<file path="src/hw/rtl/memory_range_attribute_table_top_macros.svh">
// Assertion macros for the memory range attribute table.
// Used by the top level; needs a signal named clock and one named reset in scope.
`ifndef MEMORY_RANGE_ATTRIBUTE_TABLE_TOP_MACROS_SVH
`define MEMORY_RANGE_ATTRIBUTE_TABLE_TOP_MACROS_SVH

// same-cycle implication
`define MRAT_ASSERT_NOW(lbl, ante, cons) \
   lbl: assert property (@(posedge clock) disable iff (reset) (ante) |-> (cons)) \
      else $error("assertion failed");

// next-cycle implication
`define MRAT_ASSERT_NEXT(lbl, ante, cons) \
   lbl: assert property (@(posedge clock) disable iff (reset) (ante) |=> (cons)) \
      else $error("assertion failed");

`endif

</file>
<file path="src/hw/rtl/mrat_pkg.sv">
// Shared types, constants and decode functions for the range attribute table.
// No dependencies.
`timescale 1ns / 1ps

package mrat_pkg;

   localparam int FIXED_64K_COUNT = 8;
   localparam int FIXED_16K_COUNT = 16;
   localparam int FIXED_4K_COUNT  = 64;
   localparam int FIX_TOTAL       = FIXED_64K_COUNT + FIXED_16K_COUNT + FIXED_4K_COUNT;
   localparam int VAR_MAX_DEF     = 8;

   localparam logic [2:0] MT_UC = 3'd0;
   localparam logic [2:0] MT_WC = 3'd1;
   localparam logic [2:0] MT_WT = 3'd4;
   localparam logic [2:0] MT_WP = 3'd5;
   localparam logic [2:0] MT_WB = 3'd6;
   localparam logic [2:0] MT_RESERVED = 3'd7;
   localparam logic [2:0] MT_UNKNOWN_CLASS = 3'd2;

   // configuration register indexes
   localparam logic [1:0] CSR_FIXED_ENABLE = 2'd0;
   localparam logic [1:0] CSR_VAR_COUNT    = 2'd1;
   localparam logic [1:0] CSR_PA_BITS      = 2'd2;

   typedef enum logic [2:0] {
      ST_OK    = 3'd0,
      ST_INVAL = 3'd1,
      ST_ACCES = 3'd2,
      ST_NOSPC = 3'd3,
      ST_NOENT = 3'd4,
      ST_PERM  = 3'd5
   } status_type;

   function automatic logic type_known(input logic [2:0] t);
      return (t == MT_UC) || (t == MT_WC) || (t == MT_WT) || (t == MT_WP) || (t == MT_WB);
   endfunction

   function automatic logic types_conflict(input logic [2:0] a, input logic [2:0] b);
      logic [2:0] ca;
      logic [2:0] cb;
      ca = type_known(a) ? a : MT_UNKNOWN_CLASS;
      cb = type_known(b) ? b : MT_UNKNOWN_CLASS;
      return !((ca == cb) || (ca == MT_WB && cb == MT_UC) || (ca == MT_UC && cb == MT_WB));
   endfunction

   // fixed entry covering an address below 1 MiB
   function automatic logic [6:0] fixed_index(input logic [19:0] a);
      if (a < 20'h80000)
         return {3'b000, a[19:16]};
      else if (a < 20'hc0000)
         return 7'(FIXED_64K_COUNT) + {3'b000, a[17:14]};
      else
         return 7'(FIXED_64K_COUNT + FIXED_16K_COUNT) + {1'b0, a[17:12]};
   endfunction

   function automatic logic [19:0] fixed_len_at(input logic [19:0] a);
      if (a < 20'h80000)
         return 20'h10000;
      else if (a < 20'hc0000)
         return 20'h04000;
      else
         return 20'h01000;
   endfunction

endpackage

</file>
<file path="src/hw/rtl/mrat_ram.sv">
// Generic simple dual-port RAM, one write and one registered read port.
// No dependencies.
`timescale 1ns / 1ps

module mrat_ram #(
   parameter int WIDTH = 8,
   parameter int DEPTH = 16,
   parameter int AW    = (DEPTH > 1) ? $clog2(DEPTH) : 1
) (
   input  logic             clock,
   input  logic             we,
   input  logic [AW-1:0]    waddr,
   input  logic [WIDTH-1:0] wdata,
   input  logic             re,
   input  logic [AW-1:0]    raddr,
   output logic [WIDTH-1:0] rdata
);

   logic [WIDTH-1:0] mem_ff [DEPTH];
   logic [WIDTH-1:0] rdata_ff;

   always_ff @(posedge clock) begin
      if (we) begin
         mem_ff[waddr] <= wdata;
      end
      if (re) begin
         rdata_ff <= mem_ff[raddr];
      end
   end

   assign rdata = rdata_ff;

endmodule

</file>
<file path="src/hw/rtl/memory_range_attribute_table_top.sv">
// Top level of the memory range attribute table: sequencer, config and result register.
// Depends on mrat_pkg, mrat_ram and the macros header.
//
//  channel | direction | handshake      | payload
//  req     | in        | valid / stall  | action, base, length, mem_type, force_req
//  rsp     | out       | valid / stall  | status, entry
//  csr     | in        | valid / ready  | index, data
//
// One request at a time: accept in idle, decide, then result hand-off.
// Fixed update: each covered entry is read and type-checked (skipped when forced),
// then each entry is written. Variable scan: each entry is read, then checked (one RAM
// read port), followed by an end check. A success adds the read-back sweep: an inactive
// entry is rewritten to its default range, an active one is read and written back
// masked to the address width, followed by an end check.
// Reset state comes from valid bits in flops; no clearing pass. Result register lets
// the next word enter while a result waits under rsp_stall.
`timescale 1ns / 1ps
`include "memory_range_attribute_table_top_macros.svh"

module memory_range_attribute_table_top #(
   parameter int VAR_MAX = mrat_pkg::VAR_MAX_DEF
) (
   input  logic        clock,
   input  logic        reset,
   input  logic        req_valid,
   output logic        req_stall,
   input  logic        req_action,
   input  logic [51:0] req_base,
   input  logic [52:0] req_length,
   input  logic [2:0]  req_mem_type,
   input  logic        req_force_req,
   output logic        rsp_valid,
   input  logic        rsp_stall,
   output logic [2:0]  rsp_status,
   output logic [6:0]  rsp_entry,
   input  logic        csr_valid,
   output logic        csr_ready,
   input  logic [1:0]  csr_index,
   input  logic [5:0]  csr_data
);

   localparam int VAW = (VAR_MAX > 1) ? $clog2(VAR_MAX) : 1;
   localparam int CW  = $clog2(VAR_MAX + 1);
   localparam int NW  = CW + 4;
   localparam int VW  = 3 + 53 + 52;
   localparam int FAW = $clog2(mrat_pkg::FIX_TOTAL);

   localparam logic [52:0] RESET_LEN = 53'h1 << 36;

   typedef enum logic [10:0] {
      S_IDLE   = 11'b00000000001,
      S_DECIDE = 11'b00000000010,
      S_FX_RD  = 11'b00000000100,
      S_FX_CHK = 11'b00000001000,
      S_FX_WR  = 11'b00000010000,
      S_VR_RD  = 11'b00000100000,
      S_VR_CHK = 11'b00001000000,
      S_VWRITE = 11'b00010000000,
      S_RB_RD  = 11'b00100000000,
      S_RB_WR  = 11'b01000000000,
      S_DONE   = 11'b10000000000
   } state_type;

   state_type state_ff, state_in;

   logic        fixed_enable_ff;
   logic [3:0]  var_count_ff;
   logic [5:0]  pa_bits_ff;

   logic        act_ff, force_ff;
   logic [51:0] base_ff;
   logic [52:0] len_ff;
   logic [2:0]  typ_ff;

   logic [6:0]  k_ff, k_in, last_ff, last_in, first_ff, first_in;
   logic [CW-1:0] vidx_ff, vidx_in, free_ff, free_in;
   logic        free_found_ff, free_found_in;
   logic [6:0]  ent_ff, ent_in;
   mrat_pkg::status_type st_ff, st_in;

   logic        rsp_valid_ff, rsp_valid_in;
   logic [2:0]  rsp_status_ff, rsp_status_in;
   logic [6:0]  rsp_entry_ff, rsp_entry_in;

   logic [mrat_pkg::FIX_TOTAL-1:0] fx_vld_ff;
   logic [VAR_MAX-1:0] vr_vld_ff, vr_act_ff, vr_act_in;
   logic        fx_rvld_ff, vr_rvld_ff;

   logic           fx_re, fx_we;
   logic [2:0]     fx_q;
   logic           vr_re, vr_we;
   logic [VAW-1:0] vr_waddr;
   logic [VW-1:0]  vr_wdata, vr_q;

   logic [NW-1:0] n_used;
   logic [5:0]    pa_eff;
   logic [51:0]   pa_mask;
   logic [6:0]    var_off;

   logic [52:0] len_m1;
   logic [53:0] end_sum;
   logic        bad_req, in_fixed, perm_hit;
   logic [19:0] last_a, fl;

   logic [VW-1:0] vrd;
   logic [51:0]   vb;
   logic [52:0]   vl, vl_m1;
   logic [2:0]    vt;
   logic          vmatch, vover;
   logic [2:0]    fx_type;
   logic          at_end;

   always_comb begin
      n_used = ({{CW{1'b0}}, var_count_ff} < NW'(VAR_MAX)) ?
               {{CW{1'b0}}, var_count_ff} : NW'(VAR_MAX);
      pa_eff = (pa_bits_ff < 6'd36) ? 6'd36 : ((pa_bits_ff > 6'd52) ? 6'd52 : pa_bits_ff);
      for (int j = 0; j < 52; j++) begin
         pa_mask[j] = (j >= 12) && (6'(j) < pa_eff);
      end
      var_off = fixed_enable_ff ? 7'(mrat_pkg::FIX_TOTAL) : 7'd0;
      at_end  = ({4'b0000, vidx_ff} == n_used);
   end

   // request decode on the latched word
   always_comb begin
      len_m1   = len_ff - 53'd1;
      end_sum  = {2'b00, base_ff} + {1'b0, len_ff};
      bad_req  = (base_ff[11:0] != 12'd0) || (len_ff < 53'h1000) ||
                 ((len_ff & len_m1) != 53'd0) || ((base_ff & len_m1[51:0]) != 52'd0) ||
                 !mrat_pkg::type_known(typ_ff);
      in_fixed = fixed_enable_ff && (end_sum <= 54'h100000);
      last_a   = base_ff[19:0] + len_m1[19:0];
      fl       = mrat_pkg::fixed_len_at(base_ff[19:0]);
      perm_hit = fixed_enable_ff && (base_ff < 52'h100000) && (len_ff == 53'(fl)) &&
                 ((base_ff[19:0] & (fl - 20'd1)) == 20'd0);
   end

   // variable entry as read back, reset value when never written
   always_comb begin
      vrd    = vr_rvld_ff ? vr_q : {3'd0, RESET_LEN, 52'd0};
      vb     = vrd[51:0];
      vl     = vrd[104:52];
      vt     = vrd[107:105];
      vl_m1  = vl - 53'd1;
      vmatch = (vb == base_ff) && (vl == len_ff);
      vover  = ((base_ff >= vb) && ({2'b00, base_ff} < ({2'b00, vb} + {1'b0, vl}))) ||
               ((vb >= base_ff) && ({2'b00, vb} < end_sum));
      fx_type = fx_rvld_ff ? fx_q : mrat_pkg::MT_UC;
   end

   always_comb begin
      state_in      = state_ff;
      k_in          = k_ff;
      last_in       = last_ff;
      first_in      = first_ff;
      vidx_in       = vidx_ff;
      free_in       = free_ff;
      free_found_in = free_found_ff;
      ent_in        = ent_ff;
      st_in         = st_ff;
      vr_act_in     = vr_act_ff;
      fx_re         = 1'b0;
      fx_we         = 1'b0;
      vr_re         = 1'b0;
      vr_we         = 1'b0;
      vr_waddr      = vidx_ff[VAW-1:0];
      vr_wdata      = {typ_ff, len_ff, base_ff};
      rsp_valid_in  = rsp_valid_ff && rsp_stall;
      rsp_status_in = rsp_status_ff;
      rsp_entry_in  = rsp_entry_ff;

      unique case (state_ff)
         S_IDLE: begin
            if (req_valid) begin
               state_in = S_DECIDE;
            end
         end
         S_DECIDE: begin
            vidx_in       = '0;
            free_found_in = 1'b0;
            ent_in        = 7'd0;
            if (act_ff) begin
               if (perm_hit) begin
                  st_in    = mrat_pkg::ST_PERM;
                  state_in = S_DONE;
               end else begin
                  state_in = S_VR_RD;
               end
            end else if (bad_req) begin
               st_in    = mrat_pkg::ST_INVAL;
               state_in = S_DONE;
            end else if (in_fixed) begin
               first_in = mrat_pkg::fixed_index(base_ff[19:0]);
               k_in     = mrat_pkg::fixed_index(base_ff[19:0]);
               last_in  = mrat_pkg::fixed_index(last_a);
               state_in = force_ff ? S_FX_WR : S_FX_RD;
            end else begin
               state_in = S_VR_RD;
            end
         end
         S_FX_RD: begin
            fx_re    = 1'b1;
            state_in = S_FX_CHK;
         end
         S_FX_CHK: begin
            if (!mrat_pkg::type_known(fx_type)) begin
               st_in    = mrat_pkg::ST_ACCES;
               state_in = S_DONE;
            end else if (k_ff == last_ff) begin
               k_in     = first_ff;
               state_in = S_FX_WR;
            end else begin
               k_in     = k_ff + 7'd1;
               state_in = S_FX_RD;
            end
         end
         S_FX_WR: begin
            fx_we = 1'b1;
            k_in  = k_ff + 7'd1;
            if (k_ff == last_ff) begin
               st_in    = mrat_pkg::ST_OK;
               ent_in   = first_ff;
               vidx_in  = '0;
               state_in = S_RB_RD;
            end
         end
         S_VR_RD: begin
            if (at_end) begin
               if (act_ff) begin
                  st_in    = mrat_pkg::ST_NOENT;
                  state_in = S_DONE;
               end else if (free_found_ff) begin
                  state_in = S_VWRITE;
               end else begin
                  st_in    = mrat_pkg::ST_NOSPC;
                  state_in = S_DONE;
               end
            end else begin
               vr_re    = 1'b1;
               state_in = S_VR_CHK;
            end
         end
         S_VR_CHK: begin
            vidx_in  = vidx_ff + 1'b1;
            state_in = S_VR_RD;
            if (act_ff) begin
               if (vmatch) begin
                  vr_act_in[vidx_ff[VAW-1:0]] = 1'b0;
                  st_in    = mrat_pkg::ST_OK;
                  ent_in   = var_off + 7'(vidx_ff);
                  vidx_in  = '0;
                  state_in = S_RB_RD;
               end
            end else if (vr_act_ff[vidx_ff[VAW-1:0]]) begin
               if (vmatch) begin
                  if (!force_ff && !mrat_pkg::type_known(vt)) begin
                     st_in    = mrat_pkg::ST_ACCES;
                     state_in = S_DONE;
                  end else begin
                     free_in       = vidx_ff;
                     free_found_in = 1'b1;
                     state_in      = S_VWRITE;
                  end
               end else if (vover && mrat_pkg::types_conflict(vt, typ_ff)) begin
                  st_in    = mrat_pkg::ST_INVAL;
                  state_in = S_DONE;
               end
            end else if (!free_found_ff) begin
               free_in       = vidx_ff;
               free_found_in = 1'b1;
            end
         end
         S_VWRITE: begin
            vr_we    = 1'b1;
            vr_waddr = free_ff[VAW-1:0];
            vr_act_in[free_ff[VAW-1:0]] = 1'b1;
            st_in    = mrat_pkg::ST_OK;
            ent_in   = var_off + 7'(free_ff);
            vidx_in  = '0;
            state_in = S_RB_RD;
         end
         S_RB_RD: begin
            if (at_end) begin
               state_in = S_DONE;
            end else if (!vr_act_ff[vidx_ff[VAW-1:0]]) begin
               vr_we    = 1'b1;
               vr_wdata = {3'd0, 53'h1 << pa_eff, 52'd0};
               vidx_in  = vidx_ff + 1'b1;
            end else begin
               vr_re    = 1'b1;
               state_in = S_RB_WR;
            end
         end
         S_RB_WR: begin
            vr_we    = 1'b1;
            vr_wdata = {vt, (((vl_m1 & {1'b0, pa_mask}) | 53'hfff) + 53'd1), vb & pa_mask};
            vidx_in  = vidx_ff + 1'b1;
            state_in = S_RB_RD;
         end
         S_DONE: begin
            if (!rsp_valid_ff || !rsp_stall) begin
               rsp_valid_in  = 1'b1;
               rsp_status_in = st_ff;
               rsp_entry_in  = (st_ff == mrat_pkg::ST_OK) ? ent_ff : 7'd0;
               state_in      = S_IDLE;
            end
         end
         default: state_in = S_IDLE;
      endcase
   end

   always_ff @(posedge clock) begin
      if (reset) begin
         state_ff        <= S_IDLE;
         rsp_valid_ff    <= 1'b0;
         fixed_enable_ff <= 1'b1;
         var_count_ff    <= 4'd8;
         pa_bits_ff      <= 6'd36;
         fx_vld_ff       <= '0;
         vr_vld_ff       <= '0;
         vr_act_ff       <= '0;
      end else begin
         state_ff     <= state_in;
         rsp_valid_ff <= rsp_valid_in;
         vr_act_ff    <= vr_act_in;
         if (fx_we) begin
            fx_vld_ff[k_ff[FAW-1:0]] <= 1'b1;
         end
         if (vr_we) begin
            vr_vld_ff[vr_waddr] <= 1'b1;
         end
         if (csr_valid) begin
            unique case (csr_index)
               mrat_pkg::CSR_FIXED_ENABLE: fixed_enable_ff <= csr_data[0];
               mrat_pkg::CSR_VAR_COUNT:    var_count_ff    <= csr_data[3:0];
               mrat_pkg::CSR_PA_BITS:      pa_bits_ff      <= csr_data;
               default: ;
            endcase
         end
      end
   end

   always_ff @(posedge clock) begin
      if (state_ff == S_IDLE && req_valid) begin
         act_ff   <= req_action;
         base_ff  <= req_base;
         len_ff   <= req_length;
         typ_ff   <= req_mem_type;
         force_ff <= req_force_req;
      end
      k_ff          <= k_in;
      last_ff       <= last_in;
      first_ff      <= first_in;
      vidx_ff       <= vidx_in;
      free_ff       <= free_in;
      free_found_ff <= free_found_in;
      ent_ff        <= ent_in;
      st_ff         <= st_in;
      rsp_status_ff <= rsp_status_in;
      rsp_entry_ff  <= rsp_entry_in;
      if (fx_re) begin
         fx_rvld_ff <= fx_vld_ff[k_ff[FAW-1:0]];
      end
      if (vr_re) begin
         vr_rvld_ff <= vr_vld_ff[vidx_ff[VAW-1:0]];
      end
   end

   mrat_ram #(
      .WIDTH(3),
      .DEPTH(mrat_pkg::FIX_TOTAL)
   ) u_fixed_ram (
      .clock(clock),
      .we   (fx_we),
      .waddr(k_ff[FAW-1:0]),
      .wdata(typ_ff),
      .re   (fx_re),
      .raddr(k_ff[FAW-1:0]),
      .rdata(fx_q)
   );

   mrat_ram #(
      .WIDTH(VW),
      .DEPTH(VAR_MAX)
   ) u_var_ram (
      .clock(clock),
      .we   (vr_we),
      .waddr(vr_waddr),
      .wdata(vr_wdata),
      .re   (vr_re),
      .raddr(vidx_ff[VAW-1:0]),
      .rdata(vr_q)
   );

   assign req_stall  = (state_ff != S_IDLE);
   assign csr_ready  = 1'b1;
   assign rsp_valid  = rsp_valid_ff;
   assign rsp_status = rsp_status_ff;
   assign rsp_entry  = rsp_entry_ff;

   `MRAT_ASSERT_NOW(a_err_entry_zero, rsp_valid_ff && (rsp_status_ff != mrat_pkg::ST_OK), rsp_entry_ff == 7'd0)
   `MRAT_ASSERT_NOW(a_fixed_wr_enabled, fx_we, fixed_enable_ff && (k_ff <= last_ff))
   `MRAT_ASSERT_NOW(a_var_wr_in_use, vr_we, {4'b0000, vidx_ff} < n_used || state_ff == S_VWRITE)
   `MRAT_ASSERT_NEXT(a_accept_decode, req_valid && !req_stall, state_ff == S_DECIDE)
   `MRAT_ASSERT_NOW(a_one_mem_op, vr_we && vr_re, 1'b0)

endmodule

</file>
<file path="config.mk">
export PLATFORM = sky130hd
export DESIGN_NAME = memory_range_attribute_table_top
export DESIGN_NICKNAME = d
export VERILOG_FILES = /design/src/hw/rtl/mrat_pkg.sv /design/src/hw/rtl/mrat_ram.sv /design/src/hw/rtl/memory_range_attribute_table_top.sv
export VERILOG_INCLUDE_DIRS = /design/src /design/src/hw/rtl
export SDC_FILE = /design/constraint.sdc
export NUM_CORES = 2
export LEC_CHECK = 0
export ABC_AREA = 1
export BUFFER_PORTS_ARGS = -buffer_cell sky130_fd_sc_hd__clkbuf_2
export CAP_MARGIN = 20
export CELL_PAD_IN_SITES_DETAIL_PLACEMENT = 0
export CELL_PAD_IN_SITES_GLOBAL_PLACEMENT = 1
export CORE_MARGIN = 2
export CORE_UTILIZATION = 43
export CTS_CLUSTER_DIAMETER = 200
export CTS_CLUSTER_SIZE = 8
export DETAILED_ROUTE_END_ITERATION = 10
export MAX_ROUTING_LAYER = met4
export PLACE_DENSITY_LB_ADDON = 0.1
export SLEW_MARGIN = 20
export SYNTH_ARGS = -nofsm -noshare
export SYNTH_HDL_FRONTEND = slang
export SYNTH_SLANG_ARGS = --single-unit
export TNS_END_PERCENT = 10
</file>
<file path="constraint.sdc">
create_clock -name clock -period 8.15 [get_ports clock]
set_input_delay 2.445 -clock clock [delete_from_list [all_inputs] [get_ports clock]]
set_output_delay 2.445 -clock clock [all_outputs]
set_load 0.005 [all_outputs]
</file>
==> impl_metrics.toml <==
[logic_synthesis]
syn-num-nets = 7386
postSynthAreaPerCell_um2 = 10.60
synth-edff-count = 1401
yosys_most_used_dff = "edfxtp_1"
ys_async_sr_fraction = 0
synth_top_area_frac = 0.5718
synth_area_um2 = 73570
synth_top_area_cell = "edfxtp_1"
yosys-top-cells-area = "edfxtp_1 57%, nand2_1 6.6%, ha_1 5.4%"
ys_warn_count = 0
ys_seq_area_frac = 0.6064
ys_top_cells_by_count = "1,401 x edfxtp_1, 1,295 x nand2_1, 826 x nor2_1"
synth.distinct_cells = 77
syn_inst = 6941
synth_seq_cells = 1528
synth_most_common_cell = "edfxtp_1"

[timing]
finalCritPeriodShare = 0.8403
final.setup_skew_ns = 0.08627
finalSetupViolCount = 0
relSlewSlack = 0.1239
fin_ws_ns = 1.302
rsz0062_at_grt = "false"
tightest_slew_ns = 1.297
fin_crit_ns = 6.848
finalHoldViolations = 0
fin_tns_setup_ns = 0
max_freq_mhz = 146.0
drv_slew = 0

[clock_network]
cts_tree = "done"
clkTransAtPathRegs_ns = 0.05
post_cts_buffers = 0
htree_levels = 4
clock-root-buffer = "clkbuf_16"
clk_latency_ns = 0.89
numCtsBuffers = 208
cts.path.max_buffers = 3
cts_resized = 0
cts_sinks = 1528
holdBufCountCts = 0

[layout]
register_area_um2 = 44610
nFillCells = 15640
final_area_um2 = 83220
fin_nets = 7628
multiInputGateArea_um2 = 25590
finalNonFillerCells = 9500
drive_above_1_share = 0.08297
area_growth_syn_to_layout_pct = 13.11

[worst_setup_path]
endpoint_kind = "register"
path_max_fanout = 24
reg2regPathDepth = 27
r2r_slack_ns = 1.30
regToRegStartpoint = "vr_rvld_ff"
r2r_end = "st_ff[1]"
cp-startpoint = "vr_rvld_ff"
required_ns = 8.63
crit_path_start_kind = "register"
crit_end = "st_ff[1]"
cp.arrival_ns = 7.32
path_class = "reg2reg"

[drt]
drtIter0Drc = 6142
via_count = 55710
routedWlPerCell_um = 28.79
drt_pass1_iterations = 8
drt_wl_total_um = 273500
drc = 0
antenna_left = 0
vias_per_cell = 5.865

[global_route]
grt_max_degree = 112
grt.overflow.total = 0
grt_pass1_wl_um = 388200
antenna_found_initial = 8
track_usage = 0.3186
grt_pass1_vias = 53460

[die]
core_area_um2 = 169700
dieArea_um2 = 174400
die_h_um = 417.6
ios = 136
start_util = 0.4336
chipWidth_um = 417.6
rows = 151

[hold_path]
hold_path.class = "reg2reg"

[placement]
dpl_worst_slack_ns = 1.352
io_buffers = 134
place_area_um2 = 77330
routabilityCongestion = 0.9988
dp.cells = 9190
dp_hpwl_um = 195200

[power]
power_density_nw_per_um2 = 251.2
power_w = 0.02090
max-vdd-ir-drop_mv = 0.2046
p_leak_nw = 31.33

[run_status]
outcome = "completed"

[flow_run]
maxCapViolCount = 0
[cells in the final DEF, fill, tap and decap left out, types with 15 or more instances in the layout]
| cell | synthesis | final |
|---|---|---|
| clkbuf_16 | 0 | 208 |
| buf_12 | 0 | 15 |
| buf_4 | 3 | 75 |
| clkbuf_1 | 161 | 84 |
| inv_1 | 720 | 720 |
| a221oi_1 | 136 | 136 |
| inv_2 | 30 | 29 |
| ha_1 | 320 | 320 |
| o21ai_1 | 21 | 26 |
| nand3_1 | 230 | 229 |
| o22ai_1 | 58 | 57 |
| nor3_2 | 8 | 17 |
| a31oi_1 | 33 | 33 |
| nand4_1 | 232 | 232 |
| clkbuf_2 | 0 | 133 |
| a21oi_1 | 274 | 274 |
| o21a_1 | 16 | 16 |
| o21ai_0 | 197 | 192 |
| o221ai_1 | 23 | 23 |
| nand2_2 | 25 | 25 |
| nand2_1 | 1295 | 1294 |
| nor2_1 | 826 | 812 |
| nor2_2 | 19 | 20 |
| nor4_1 | 53 | 51 |
| dfxtp_1 | 127 | 127 |
| a22oi_1 | 167 | 167 |
| xnor2_1 | 46 | 46 |
| a22o_1 | 132 | 132 |
| nand3b_1 | 15 | 15 |
| nor3_1 | 87 | 76 |
| edfxtp_1 | 1401 | 1401 |
| nor2_4 | 7 | 20 |
| xor2_1 | 94 | 94 |
[where the power goes]
| part | total [W] | internal (W) | switching [W] |
|---|---|---|---|
| sequential | 0.00938 | 0.00898 | 0.000393 |
| clock | 0.00791 | 0.00464 | 0.00327 |
| combinational | 0.00362 | 0.000994 | 0.00263 |
| total | 0.0209 | 0.0146 | 0.00629 |
[state kept, by name (all words and copies together), names as in the netlist, 6 cells and up]
register	flops
len_ff	53
last_ff	7
first_ff	7
fx_vld_ff	88
u_fixed_ram.mem_ff	264
state_ff	11
k_ff	7
pa_bits_ff	6
u_var_ram.mem_ff	864
rsp_entry	7
u_var_ram.rdata	108
base_ff	52
vr_act_ff	8
ent_ff	7
vr_vld_ff	8
[layer usage]
metal	vias up	share of wire	GRT usage
met5	-	0	-
met3	389	0.069	0.04103
met1	27870	0.45	0.4470
met2	2174	0.45	0.4846
li1	25280	-	-
met4	0	0.030	0.09539
[logic make-up (layout without fill, tap and decap cells)]
logic type	after synthesis	after routing	synth area share
compound gates	1156	1156	0.1055
other cells	1	3	0.00005097
flops	1528	1528	0.6064
simple gates	2846	2846	0.1672
xor+xnor	140	140	0.01667
buf+inv	948	1287	0.04925
fa+ha+maj	322	322	0.05497
[per-stage QoR]
step           utilization  hold slack [ns]
2_1_floorplan            -           0.4174
5_1_grt             0.4905           0.4870
3_3_place_gp        0.4554           0.4466
4_1_cts             0.4903           0.4688
3_5_place_dp        0.4558           0.4562
6_report            0.4905           0.4644
[cell type report]
| cell class | instances | area share |
|---|---|---|
| antenna | 2 | 0.00006014 |
| clock buffer | 292 | 0.06634 |
| clock inverter | 15 | 0.004075 |
| inverter | 756 | 0.03413 |
| multi-input combinational | 4465 | 0.3075 |
| sequential | 1528 | 0.5361 |
| tap | 2218 | 0.03335 |
| timing repair buffer | 224 | 0.01846 |
[critical path, stage by stage (launching register included)]
cell and delay, ns:
edfxtp_1 1.03, nand2_2 0.21, inv_1 0.17, ha_1 0.19, inv_1 0.06, fa_1 0.41, o31ai_1 0.67, a21oi_2 0.22
inv_1 0.10, nand2_1 0.06, nand2_2 0.16, a31oi_1 0.19, o21bai_1 0.34, a21oi_1 0.25, xor2_1 0.20, ha_1 0.29
nand2_1 0.09, nor2_1 0.05, a211oi_1 0.20, o221a_2 0.22, nand2_1 0.08, nand2_1 0.06, nand2_1 0.13, nand4_1 0.16
nand2_1 0.07, nand2_1 0.21, nand2_1 0.19, a211oi_1 0.44
[worst min path at each step]
stage	from	to	slack (ns)	depth (start not counted)
6_report	fx_vld_ff[37]	fx_vld_ff[37]	0.46	2
3_3_place_gp	fx_vld_ff[31]	fx_vld_ff[31]	0.45	1
2_1_floorplan	st_ff[2]	rsp_status[2]	0.42	0
4_1_cts	fx_vld_ff[43]	fx_vld_ff[43]	0.47	2
3_5_place_dp	fx_vld_ff[43]	fx_vld_ff[43]	0.46	2
5_1_grt	vr_vld_ff[6]	vr_vld_ff[6]	0.49	2
Note: power is estimated with default switching activity, not from simulation.
